## src/rtl/core/pfd_pkg.sv

```systemverilog
// ----------------------------------------------------------------------------
// pfd_pkg: shared types and constants of the preamble frame deframer
// Phase codes, event codes, CRC-16/MODBUS byte update and result word type.
// ----------------------------------------------------------------------------
package pfd_pkg;

  localparam logic [7:0]  PreambleByte = 8'hAA;
  localparam logic [15:0] CrcInit      = 16'hFFFF;
  localparam logic [15:0] CrcPoly      = 16'hA001;
  localparam logic [7:0]  MinHdrReset  = 8'd20;
  localparam logic [7:0]  MaxHdrReset  = 8'd30;
  localparam logic [7:0]  HdrLenFloor  = 8'd4;

  localparam int unsigned CfgIdxW = 8;
  localparam logic [CfgIdxW-1:0] RegMinHdr = CfgIdxW'(0);
  localparam logic [CfgIdxW-1:0] RegMaxHdr = CfgIdxW'(1);

  localparam logic [1:0] SeenHunt    = 2'd0;
  localparam logic [1:0] SeenHeader  = 2'd1;
  localparam logic [1:0] SeenPayload = 2'd2;
  localparam logic [1:0] SeenCrc     = 2'd3;

  localparam logic [2:0] EvNone     = 3'd0;
  localparam logic [2:0] EvPreamble = 3'd1;
  localparam logic [2:0] EvReject   = 3'd2;
  localparam logic [2:0] EvCrcPass  = 3'd3;
  localparam logic [2:0] EvCrcFail  = 3'd4;

  typedef enum logic [3:0] {
    PhHunt    = 4'b0001,
    PhHeader  = 4'b0010,
    PhPayload = 4'b0100,
    PhCrc     = 4'b1000
  } phase_e;

  typedef struct packed {
    logic [1:0]  phase_seen;
    logic        payload_valid;
    logic [7:0]  payload_byte;
    logic [2:0]  frame_event;
    logic [15:0] payload_length;
    logic [15:0] crc_value;
  } res_t;

  function automatic logic [15:0] crc16_byte(input logic [15:0] crc, input logic [7:0] b);
    logic [15:0] c;
    c = crc ^ {8'h00, b};
    for (int k = 0; k < 8; k++) begin
      c = c[0] ? ((c >> 1) ^ CrcPoly) : (c >> 1);
    end
    return c;
  endfunction

endpackage

```

## src/rtl/core/pfd_if.sv

```systemverilog
// ----------------------------------------------------------------------------
// pfd_if: channel interfaces of the preamble frame deframer
// Input byte channel, result channel and register write channel.
// ----------------------------------------------------------------------------
interface pfd_in_if;
  logic       valid;
  logic       ready;
  logic [7:0] rx_byte;
  modport source (output valid, output rx_byte, input ready);
  modport sink (input valid, input rx_byte, output ready);
endinterface

interface pfd_out_if;
  logic        valid;
  logic        ready;
  logic [1:0]  phase_seen;
  logic        payload_valid;
  logic [7:0]  payload_byte;
  logic [2:0]  frame_event;
  logic [15:0] payload_length;
  logic [15:0] crc_value;
  modport source (output valid, output phase_seen, output payload_valid, output payload_byte,
                  output frame_event, output payload_length, output crc_value, input ready);
  modport sink (input valid, input phase_seen, input payload_valid, input payload_byte,
                input frame_event, input payload_length, input crc_value, output ready);
endinterface

interface pfd_cfg_if;
  logic       valid;
  logic       ready;
  logic [7:0] index;
  logic [7:0] data;
  modport source (output valid, output index, output data, input ready);
  modport sink (input valid, input index, input data, output ready);
endinterface

```

## src/rtl/core/pfd_parser.sv

```systemverilog
// ----------------------------------------------------------------------------
// pfd_parser: frame section tracker and running CRC
// Holds the deframing state and forms the result word of the byte presented.
// ----------------------------------------------------------------------------
module pfd_parser import pfd_pkg::*; #(
  parameter int unsigned PREAMBLE_LEN = 8
) (
  input  logic       clk_i,
  input  logic       rst_ni,
  input  logic       advance_i,
  input  logic [7:0] rx_byte_i,
  input  logic [7:0] min_hdr_i,
  input  logic [7:0] max_hdr_i,
  output res_t       res_o
);

  localparam int unsigned MatchW = $clog2(PREAMBLE_LEN + 1);

  phase_e            phase_q, phase_d;
  logic [MatchW-1:0] match_q, match_d;
  logic [7:0]        hdr_len_q, hdr_len_d;
  logic [15:0]       count_q, count_d;
  logic [15:0]       plen_q, plen_d;
  logic [15:0]       crc_q, crc_d;
  logic [7:0]        len_hi_q, len_hi_d;
  logic [7:0]        crc_hi_q, crc_hi_d;

  logic [MatchW:0] match_inc;
  logic [16:0]     count_inc;
  logic [7:0]      hdr_len_v;
  logic [15:0]     plen_v;
  logic [15:0]     crc_step;

  assign match_inc = {1'b0, match_q} + (MatchW+1)'(1);
  assign count_inc = {1'b0, count_q} + 17'd1;
  assign crc_step  = crc16_byte(crc_q, rx_byte_i);

  always_comb begin
    phase_d   = phase_q;
    match_d   = match_q;
    hdr_len_d = hdr_len_q;
    count_d   = count_q;
    plen_d    = plen_q;
    crc_d     = crc_q;
    len_hi_d  = len_hi_q;
    crc_hi_d  = crc_hi_q;
    hdr_len_v = hdr_len_q;
    plen_v    = plen_q;
    res_o     = '0;

    unique case (phase_q)
      PhHunt: begin
        res_o.phase_seen = SeenHunt;
        if (rx_byte_i == PreambleByte) begin
          crc_d = crc_step;
          if (match_inc >= (MatchW+1)'(PREAMBLE_LEN)) begin
            match_d           = '0;
            count_d           = '0;
            phase_d           = PhHeader;
            res_o.frame_event = EvPreamble;
          end else begin
            match_d = match_inc[MatchW-1:0];
          end
        end else begin
          match_d = '0;
          crc_d   = CrcInit;
        end
      end
      PhHeader: begin
        res_o.phase_seen = SeenHeader;
        if (count_q == 16'd0 && (rx_byte_i < HdrLenFloor || rx_byte_i < min_hdr_i ||
                                 rx_byte_i > max_hdr_i)) begin
          plen_d            = '0;
          len_hi_d          = '0;
          res_o.frame_event = EvReject;
          phase_d           = PhHunt;
          match_d           = '0;
          hdr_len_d         = '0;
          count_d           = '0;
          crc_d             = CrcInit;
          crc_hi_d          = '0;
        end else begin
          if (count_q == 16'd0) begin
            plen_v    = '0;
            len_hi_d  = '0;
            hdr_len_v = rx_byte_i;
          end else if (count_q == 16'd2) begin
            len_hi_d = rx_byte_i;
          end else if (count_q == 16'd3) begin
            plen_v = {len_hi_q, rx_byte_i};
          end
          plen_d    = plen_v;
          hdr_len_d = hdr_len_v;
          crc_d     = crc_step;
          count_d   = count_inc[15:0];
          if (count_inc >= {9'd0, hdr_len_v}) begin
            count_d = '0;
            phase_d = (plen_v == 16'd0) ? PhCrc : PhPayload;
          end
        end
      end
      PhPayload: begin
        res_o.phase_seen    = SeenPayload;
        res_o.payload_valid = 1'b1;
        res_o.payload_byte  = rx_byte_i;
        crc_d               = crc_step;
        count_d             = count_inc[15:0];
        if (count_inc >= {1'b0, plen_q}) begin
          count_d = '0;
          phase_d = PhCrc;
        end
      end
      PhCrc: begin
        res_o.phase_seen = SeenCrc;
        if (count_q == 16'd0) begin
          crc_hi_d = rx_byte_i;
          count_d  = 16'd1;
        end else begin
          res_o.crc_value   = crc_q;
          res_o.frame_event = ({crc_hi_q, rx_byte_i} == crc_q) ? EvCrcPass : EvCrcFail;
          phase_d           = PhHunt;
          match_d           = '0;
          hdr_len_d         = '0;
          count_d           = '0;
          crc_d             = CrcInit;
          crc_hi_d          = '0;
        end
      end
      default: begin
        phase_d = PhHunt;
      end
    endcase

    res_o.payload_length = plen_d;
  end

  always_ff @(posedge clk_i or negedge rst_ni) begin
    if (!rst_ni) begin
      phase_q   <= PhHunt;
      match_q   <= '0;
      hdr_len_q <= '0;
      count_q   <= '0;
      plen_q    <= '0;
      crc_q     <= CrcInit;
      len_hi_q  <= '0;
      crc_hi_q  <= '0;
    end else if (advance_i) begin
      phase_q   <= phase_d;
      match_q   <= match_d;
      hdr_len_q <= hdr_len_d;
      count_q   <= count_d;
      plen_q    <= plen_d;
      crc_q     <= crc_d;
      len_hi_q  <= len_hi_d;
      crc_hi_q  <= crc_hi_d;
    end
  end

endmodule

```

## src/rtl/core/preamble_frame_deframer_crc16.sv

```systemverilog
// ----------------------------------------------------------------------------
// preamble_frame_deframer_crc16: byte-serial deframer with CRC-16/MODBUS check
//
//   channel  dir  payload                                   handshake
//   in_i     in   rx_byte                                   valid/ready
//   out_o    out  phase_seen, payload_valid, payload_byte,  valid/ready
//                 frame_event, payload_length, crc_value
//   cfg_i    in   index, data (0 min hdr len, 1 max)        valid/ready
//
// One word a cycle: the section tracker and a byte-wide CRC update sit between
// the state registers and the result register, so a word is taken every cycle.
// The result shows in the cycle after acceptance and holds while out_o stalls;
// input is taken while the result register is empty or being drained.
// Reset returns to preamble hunt with CRC 0xFFFF and header bounds 20..30.
// ----------------------------------------------------------------------------
module preamble_frame_deframer_crc16 import pfd_pkg::*; #(
  parameter int unsigned PREAMBLE_LEN = 8
) (
  input  logic       clk_i,
  input  logic       rst_ni,
  pfd_in_if.sink     in_i,
  pfd_out_if.source  out_o,
  pfd_cfg_if.sink    cfg_i
);

  logic [7:0] min_hdr_q, max_hdr_q;
  logic       out_valid_q;
  res_t       res_d, res_q;
  logic       in_accept;

  assign in_i.ready  = ~out_valid_q | out_o.ready;
  assign in_accept   = in_i.valid & in_i.ready;
  assign cfg_i.ready = 1'b1;

  always_ff @(posedge clk_i or negedge rst_ni) begin
    if (!rst_ni) begin
      min_hdr_q <= MinHdrReset;
      max_hdr_q <= MaxHdrReset;
    end else if (cfg_i.valid) begin
      if (cfg_i.index == RegMinHdr) begin
        min_hdr_q <= cfg_i.data;
      end else if (cfg_i.index == RegMaxHdr) begin
        max_hdr_q <= cfg_i.data;
      end
    end
  end

  pfd_parser #(
    .PREAMBLE_LEN (PREAMBLE_LEN)
  ) u_parser (
    .clk_i     (clk_i),
    .rst_ni    (rst_ni),
    .advance_i (in_accept),
    .rx_byte_i (in_i.rx_byte),
    .min_hdr_i (min_hdr_q),
    .max_hdr_i (max_hdr_q),
    .res_o     (res_d)
  );

  always_ff @(posedge clk_i or negedge rst_ni) begin
    if (!rst_ni) begin
      out_valid_q <= 1'b0;
    end else if (in_accept) begin
      out_valid_q <= 1'b1;
    end else if (out_o.ready) begin
      out_valid_q <= 1'b0;
    end
  end

  always_ff @(posedge clk_i) begin
    if (in_accept) begin
      res_q <= res_d;
    end
  end

  assign out_o.valid          = out_valid_q;
  assign out_o.phase_seen     = res_q.phase_seen;
  assign out_o.payload_valid  = res_q.payload_valid;
  assign out_o.payload_byte   = res_q.payload_byte;
  assign out_o.frame_event    = res_q.frame_event;
  assign out_o.payload_length = res_q.payload_length;
  assign out_o.crc_value      = res_q.crc_value;

endmodule

```

## src/flat_wrapper.sv

```systemverilog
// flat-port wrapper written by rule: the top's interface ports become plain ports
module preamble_frame_deframer_crc16_flat import pfd_pkg::*;
#(
  parameter int unsigned PREAMBLE_LEN = 8
)
  (clk_i, rst_ni, in_i_valid, in_i_rx_byte, in_i_ready, out_o_valid, out_o_phase_seen, out_o_payload_valid, out_o_payload_byte, out_o_frame_event, out_o_payload_length, out_o_crc_value, out_o_ready, cfg_i_valid, cfg_i_index, cfg_i_data, cfg_i_ready);
  pfd_in_if in_i_i ();
  pfd_out_if out_o_i ();
  pfd_cfg_if cfg_i_i ();
  input  logic clk_i;
  input  logic rst_ni;
  input wire logic [$bits(in_i_i.valid)-1:0] in_i_valid;
  input wire logic [$bits(in_i_i.rx_byte)-1:0] in_i_rx_byte;
  output wire logic [$bits(in_i_i.ready)-1:0] in_i_ready;
  output wire logic [$bits(out_o_i.valid)-1:0] out_o_valid;
  output wire logic [$bits(out_o_i.phase_seen)-1:0] out_o_phase_seen;
  output wire logic [$bits(out_o_i.payload_valid)-1:0] out_o_payload_valid;
  output wire logic [$bits(out_o_i.payload_byte)-1:0] out_o_payload_byte;
  output wire logic [$bits(out_o_i.frame_event)-1:0] out_o_frame_event;
  output wire logic [$bits(out_o_i.payload_length)-1:0] out_o_payload_length;
  output wire logic [$bits(out_o_i.crc_value)-1:0] out_o_crc_value;
  input wire logic [$bits(out_o_i.ready)-1:0] out_o_ready;
  input wire logic [$bits(cfg_i_i.valid)-1:0] cfg_i_valid;
  input wire logic [$bits(cfg_i_i.index)-1:0] cfg_i_index;
  input wire logic [$bits(cfg_i_i.data)-1:0] cfg_i_data;
  output wire logic [$bits(cfg_i_i.ready)-1:0] cfg_i_ready;
  assign in_i_i.valid = in_i_valid;
  assign in_i_i.rx_byte = in_i_rx_byte;
  assign in_i_ready = in_i_i.ready;
  assign out_o_valid = out_o_i.valid;
  assign out_o_phase_seen = out_o_i.phase_seen;
  assign out_o_payload_valid = out_o_i.payload_valid;
  assign out_o_payload_byte = out_o_i.payload_byte;
  assign out_o_frame_event = out_o_i.frame_event;
  assign out_o_payload_length = out_o_i.payload_length;
  assign out_o_crc_value = out_o_i.crc_value;
  assign out_o_i.ready = out_o_ready;
  assign cfg_i_i.valid = cfg_i_valid;
  assign cfg_i_i.index = cfg_i_index;
  assign cfg_i_i.data = cfg_i_data;
  assign cfg_i_ready = cfg_i_i.ready;
  preamble_frame_deframer_crc16 #(.PREAMBLE_LEN(PREAMBLE_LEN)) u_core (.clk_i(clk_i), .rst_ni(rst_ni), .in_i(in_i_i), .out_o(out_o_i), .cfg_i(cfg_i_i));
endmodule
```

## config.mk

```make
export PLATFORM = sky130hd
export DESIGN_NAME = preamble_frame_deframer_crc16_flat
export DESIGN_NICKNAME = d
export VERILOG_FILES = /design/src/rtl/core/pfd_pkg.sv /design/src/rtl/core/pfd_if.sv /design/src/rtl/core/pfd_parser.sv /design/src/rtl/core/preamble_frame_deframer_crc16.sv /design/src/flat_wrapper.sv
export SDC_FILE = /design/constraint.sdc
export NUM_CORES = 1
export LEC_CHECK = 0
export ABC_AREA = 1
export BUFFER_PORTS_ARGS = -buffer_cell sky130_fd_sc_hd__buf_2
export CAP_MARGIN = 30
export CORE_MARGIN = 2
export CORE_UTILIZATION = 50
export CTS_BUF_LIST = sky130_fd_sc_hd__clkbuf_2 sky130_fd_sc_hd__clkbuf_4 sky130_fd_sc_hd__clkbuf_8
export DETAILED_ROUTE_END_ITERATION = 10
export GPL_TIMING_DRIVEN = 1
export PLACE_DENSITY = 0.76
export SETUP_SLACK_MARGIN = 0.02
export SLEW_MARGIN = 30
export SYNTH_ARGS = -nofsm -noshare
export SYNTH_HDL_FRONTEND = slang
export SYNTH_HIERARCHICAL = 1
export SYNTH_SLANG_ARGS = --single-unit
```

## constraint.sdc

```tcl
create_clock -name clk_i -period 4.7 [get_ports clk_i]
set_clock_uncertainty 0.1 [all_clocks]
set_input_delay 0.47 -clock clk_i [delete_from_list [all_inputs] [get_ports clk_i]]
set_output_delay 0.47 -clock clk_i [all_outputs]
set_load 0.02 [all_outputs]
```

== Word level (Yosys, flattened, before mapping) ==
Cells that the tools add are included.
Widths: inputs -> output; s select.

* $add $sub $neg: 2
* $mul: 0
* Div/mod/pow operators: 0
* Magnitude comparators: 6
* Eq/ne operators: 15
* Shifts and indexed selects: 0
* Muxes and demuxes: 61
* Bitwise operators: 14
* Reduce and logical (&&, ||, !) cells: 21

{| class="wikitable"
|+ Operators with widths
! operator !! count
|-
| $mux 16 || 23
|-
| $pmux 16 s4 || 2
|-
| $mux 8 || 10
|-
| $mux 4 || 11
|-
| $eq 16x2->1 const B || 2
|-
| $logic_not 16->1 || 2
|-
| $pmux 8 s2 || 2
|-
| $not 2->3 || 8
|-
| $add 16x1->17 const B || 1
|-
| $ge 17x16->1 || 1
|-
| $ge 17x8->1 || 1
|-
| $eq 16x16->1 || 1
|-
| $pmux 4 s4 || 1
|-
| $xor 16x8->16 || 1
|-
| $reduce_and 3->1 || 5
|-
| $pmux 4 s3 || 1
|-
| $ne 2x2->1 const B || 5
|-
| $mux 9 || 1
|-
| $pmux 3 s3 || 1
|-
| $eq 8x1->1 const B || 1
|-
| $eq 8x8->1 const B || 1
|-
| $gt 8x8->1 || 1
|-
| $logic_not 8->1 || 1
|-
| $lt 8x3->1 const B || 1
|-
| 24 further kinds || 35
|}

* Flip-flop bits (word level): 143
* Latch bits: 0
* RAM bits: 0
* Bits in read-only memories: 0
* Input port bits: 29
* Output and inout bits: 49
* Word-level logic and storage cells: 136
* Memories kept: 0

== Longest topological paths before layout ==
* Depth in word-level cells: 19
* Depth in mapped cells: 23

== By module ==
The synthesis kept the hierarchy.

{| class="wikitable"
|+ Modules (own cells, without submodules)
! module !! times used !! cells an instance !! area an instance (um^2) !! sequential area each (um^2)
|-
| pfd_parser || 1 || 906 || 6,266.0 || 2,023.2
|-
| preamble_frame_deframer_crc16 || 1 || 140 || 2,248.4 || 1,814.2
|}

== Worst setup path before layout ==
Ideal clock, no wire load.

* Path kind: register to register
* Start: register u_core.out_valid_q, in the netlist u_core/out_o.valid
* End: register u_core.u_parser.len_hi_q[5]
* Library setup time: 0.096 ns
* Arrival: 4.358 ns
* Required time: 4.504 ns
* Setup slack: 0.147 ns
* Cell stages (with the launch flop): 5
* Path through: dfrtp_1 -> a21oi_1 -> o2111ai_1 -> buf_2 -> o31ai_1

* Cells in the longest elaborated chain, start to end: 4

{| class="wikitable"
|+ Ends and longest elaborated chain
! item !! line !! source
|-
| from (decl) || preamble_frame_deframer_crc16.sv:27 || <nowiki>logic out_valid_q;</nowiki>
|-
| from (signal assigned) || preamble_frame_deframer_crc16.sv:62 || <nowiki>out_valid_q <= 1'b0;</nowiki>
|-
| from (signal assigned) || preamble_frame_deframer_crc16.sv:64 || <nowiki>out_valid_q <= 1'b1;</nowiki>
|-
| from (signal assigned) || preamble_frame_deframer_crc16.sv:66 || <nowiki>out_valid_q <= 1'b0;</nowiki>
|-
| $not 1->1 || preamble_frame_deframer_crc16.sv:31 || <nowiki>assign in_i.ready = ~out_valid_q | out_o.ready;</nowiki>
|-
| $or 1x1->1 || preamble_frame_deframer_crc16.sv:31 ||
|-
| $and 1x1->1 || preamble_frame_deframer_crc16.sv:32 || <nowiki>assign in_accept = in_i.valid & in_i.ready;</nowiki>
|-
| named net u_core.in_accept || preamble_frame_deframer_crc16.sv:29 || <nowiki>logic in_accept;</nowiki>
|-
| $reduce_and 3->1 (no source line) || -- ||
|-
| to (signal assigned) || pfd_parser.sv:154 || <nowiki>len_hi_q <= len_hi_d;</nowiki>
|-
| to (decl) || pfd_parser.sv:25 || <nowiki>logic [7:0] len_hi_q, len_hi_d;</nowiki>
|}

The timed path passes the listed nets, and every way through them passes these cells.
A chain may end at the register's enable or synchronous reset.

== Worst setup path after layout ==
* Start: register u_core.u_parser.count_q[9]
* End: register u_core.u_parser.count_q[9]

* Cells in the longest elaborated chain, start to end: 8

{| class="wikitable"
|+ Ends and longest elaborated chain
! item !! line !! source
|-
| from (decl) || pfd_parser.sv:22 || <nowiki>logic [15:0] count_q, count_d;</nowiki>
|-
| from (signal assigned) || pfd_parser.sv:151 || <nowiki>count_q <= count_d;</nowiki>
|-
| parallel branches: the longest is 7 deep, another holds $add 16x1->17 || -- ||
|-
| $pmux 16 s4 (*) || pfd_parser.sv:51 || <nowiki>unique case (phase_q)</nowiki>
|}

Mark *: on every way between the ends. The select of a mux whose other input is x is not followed.

==> impl_metrics.csv <==
group,metric,value,unit
timing,hold_ws,-1.11,ps
cts,clock_sinks,143,
synth,synth_common_cells,"255 x nand2_1, 144 x inv_1, 83 x nand3_1",
timing,period_share,76.6,%
placed_design,placed_cells,1320,
power_and_ir_drop,p_per_area,518,nW/um2
synth,synth_cell_types,41,
job,maxCapViolations,0,
floorplan,row_count,47,
synth,ys_seq_elements,143,
critical_path,start_kind,"register",
final_layout,antennaDiodeCount,0,
timing,fmax,278,MHz
power_and_ir_drop,internal_power,2680,uW
floorplan,fp.dieArea,18100,um2
power_and_ir_drop,ir_drop,0.000337,V
cts,cts_root_buffer,"clkbuf_8",
cts,cts_setup_buffers,0,
timing,finalSetupViolations,0,
timing,rsz0062_at_grt,"false",
power_and_ir_drop,switchingPower,2220,uW
synth,synth_edf_count,46,
synth,yosysTopAreaCell,"dfrtp_1",
cts,cts_resized,0,
placed_design,dpl-instance-area,9060,um2
power_and_ir_drop,pwr-share-clk,20.0,%
floorplan,coreArea,16600,um2
global_routing,grt_pass1_wl,33800,um
timing,finalMaxSlewViolations,0,
synth,yosysWarnings,6,
power_and_ir_drop,leakage,0.00472,uW
synth,syn_inst,1046,
synth,netlist_top_cells_area,"dfrtp_1 22%, edfxtp_1 16%, nand2_1 11%",
final_layout,nFillCells,1493,
drt,ant_nets,0,
drt,vias,7390,
power_and_ir_drop,p_seq_share,34.7,%
drt,detail_route.vias_per_cell,5.47,
floorplan,fp.dieW,134,um
final_layout,final_util,56.8,%
final_layout,seqCellArea,3840,um2
timing,worstMarginPinSlew,849,ps
status,violations,"hold timing",
status,status,"finished, violations left",
timing,relSlewSlack,43.2,%
critical_path,crit_type,"reg2reg",
min_path,worstHoldPathType,"in2async",
cts,clk_latency,470,ps
drt,dr.pass1.iters,5,
cts,ctsHoldBuffers,0,
cts,cts-buffers-inserted,17,
final_layout,fin_area,9460,um2
timing,hold_viol_final,1,
critical_path,required,4990,ps
synth,syn-cell-area,8510,um2
drt,first_iter_violations,731,
timing,setup-tns-final,0,ps
cts,cts_tree,"done",
power_and_ir_drop,netSwitchingFraction,45.3,%
global_routing,grt-ovfl-total,0,
floorplan,io_pins,78,
placed_design,place_hpwl,15000,um
global_routing,grt_pass1_vias,6890,
synth,ys_seq_area_share,45.1,%
cts,clkTransAtPathRegs,90,ps
final_layout,stdcell_count,1352,
final_layout,multi_input_area,3950,um2
timing,fin_crit,3600,ps
critical_path,cp_max_fo,35,
cts,cts_max_path_buffers,2,
synth,synth_ff_type,"dfrtp_1",
final_layout,final_layout_size_suffix_gt1_share,16.7,%
critical_path,cp.arrival,3890,ps
global_routing,gr-usage-all-layers,23.7,%
global_routing,antenna_found_initial,0,
floorplan,start_util,51.2,%
synth,avgSynthCellArea,8.14,um2
synth,async_reset_ff_share,67.8,%
cts,htree_levels,4,
synth,synthMostInstantiatedCell,"nand2_1",
final_layout,synthToLayoutAreaGrowth,11.1,%
placed_design,io_buffers,76,
drt,drt_wl_total,20300,um
synth,yosys.area.top_type_share,21.7,%
final_layout,fin_nets,1195,
synth,synth_nets,1122,
drt,drc,0,
floorplan,fp.dieH,134,um
critical_path,cp-end-kind,"register",
global_routing,grt_start_max_net_pins,65,
placed_design,place_congestion,0.913,
drt,wl_per_cell,15.0,um
power_and_ir_drop,comb_power_share,45.3,%
[worst paths after layout]
kind	start	end	cells after the start	slack (ps)
max	u_core/u_parser/count_q[9]$_DFFE_PN0P_	u_core/u_parser/count_q[9]$_DFFE_PN0P_	17	1100
min	rst_ni	u_core/u_parser/count_q[6]$_DFFE_PN0P_	1	-1
max reg2reg	u_core/u_parser/count_q[9]$_DFFE_PN0P_	u_core/u_parser/count_q[9]$_DFFE_PN0P_	17	1100
min reg2reg	u_core/max_hdr_q[1]$_DFFE_PN1P_	u_core/max_hdr_q[1]$_DFFE_PN1P_	2	370
max in group asynchronous	rst_ni	u_core/u_parser/plen_q[2]$_DFFE_PN0P_	2	3540
min in group clk_i	cfg_i_data[2]	u_core/max_hdr_q[2]$_DFFE_PN1P_	3	130
[power by group through the flow]
stage          clock (uW)  sequential [uW]  combinational (uW)
2_1_floorplan           0             1740                1660
3_3_place_gp            0             1710                2120
3_5_place_dp            0             1720                2180
4_1_cts               999             1700                2190
5_1_grt              1050             1730                2500
6_report              980             1700                2220
[per-stage QoR]
step                power, uW  setup slack [ps]
finish                   4900              1100
global route             5270               723
CTS                      4890              1160
detailed placement       3900              1180
global placement         3830              1310
floorplan                3400               147
[cell usage in the layout (no fill, tap or decap), types with 8 or more instances in the layout]
cell type	n
xnor2_1	11
nor2_2	8
o21ai_1	8
buf_2	75
nand2_1	255
nand2_2	16
nor2_1	78
nor3_1	9
dfstp_2	23
nand3_1	83
nand3b_1	10
edfxtp_1	46
nand4_1	20
o21ai_0	74
o31ai_1	16
inv_2	12
xor2_1	14
clkbuf_8	17
inv_1	144
dfrtp_1	74
ha_1	47
a21oi_1	24
o22ai_1	17
[worst max-delay path, cell delays in order (launching register included)]
cell      delay, ps
dfrtp_1         450
nor2_1          120
nand3_1         110
nor2_4          430
nand2_4         330
o21ai_0         340
ha_1            300
a21oi_1         170
o21ai_0          90
o21bai_1        120
nand2_1          70
nand2_1          60
nand2_1          50
nor2_2          120
nand2_2          70
nand2_2         240
nand2_2         150
o22ai_1         180
[routing by layer]
| layer | GRT usage, % | up-vias | routed length, um |
|---|---|---|---|
| li1 | - | 3575 | - |
| met1 | 33.0 | 3495 | 9110 |
| met2 | 36.8 | 280 | 9310 |
| met3 | 4.35 | 40 | 1440 |
| met4 | 9.47 | 0 | 448 |
| met5 | 0 | - | 0 |
[cell families (layout without fill, tap and decap cells)]
kind of cell               count (synthesis)  count (layout)  share of synthesized area (%)
xor gates and xnor gates                  25              25                           2.57
AOI/OAI and AO/OA                        149             149                           9.74
other                                      1               1                         0.0440
adders and majority gates                 47              47                           6.91
and+or+nand+nor                          497             497                           26.8
DFF                                      143             143                           45.1
muxes                                      1               1                          0.118
buffers and inverters                    183             269                           8.76
[cell type report]
type | instances | area share, %
Inverter | 158 | 6.32
Clock buffer | 17 | 2.47
Timing Repair Buffer | 79 | 4.29
Sequential cell | 143 | 40.6
Tap cell | 220 | 2.91
Multi-Input combinational cell | 720 | 41.7
Clock inverter | 15 | 1.69
[flip-flops by register name, indices dropped and copies added (netlist names), 2 cells and up]
register,count
u_core/out_o.payload_length,16
u_core/u_parser/len_hi_q,8
u_core/u_parser/phase_q,4
u_core/out_o.frame_event,3
u_core/out_o.phase_seen,2
u_core/u_parser/crc_hi_q,8
u_core/u_parser/hdr_len_q,8
u_core/u_parser/count_q,16
u_core/out_o.crc_value,16
u_core/u_parser/plen_q,16
u_core/max_hdr_q,8
u_core/u_parser/crc_q,16
u_core/min_hdr_q,8
u_core/u_parser/match_q,4
u_core/out_o.payload_byte,8
No activity file was read; power rests on OpenSTA's default activity.
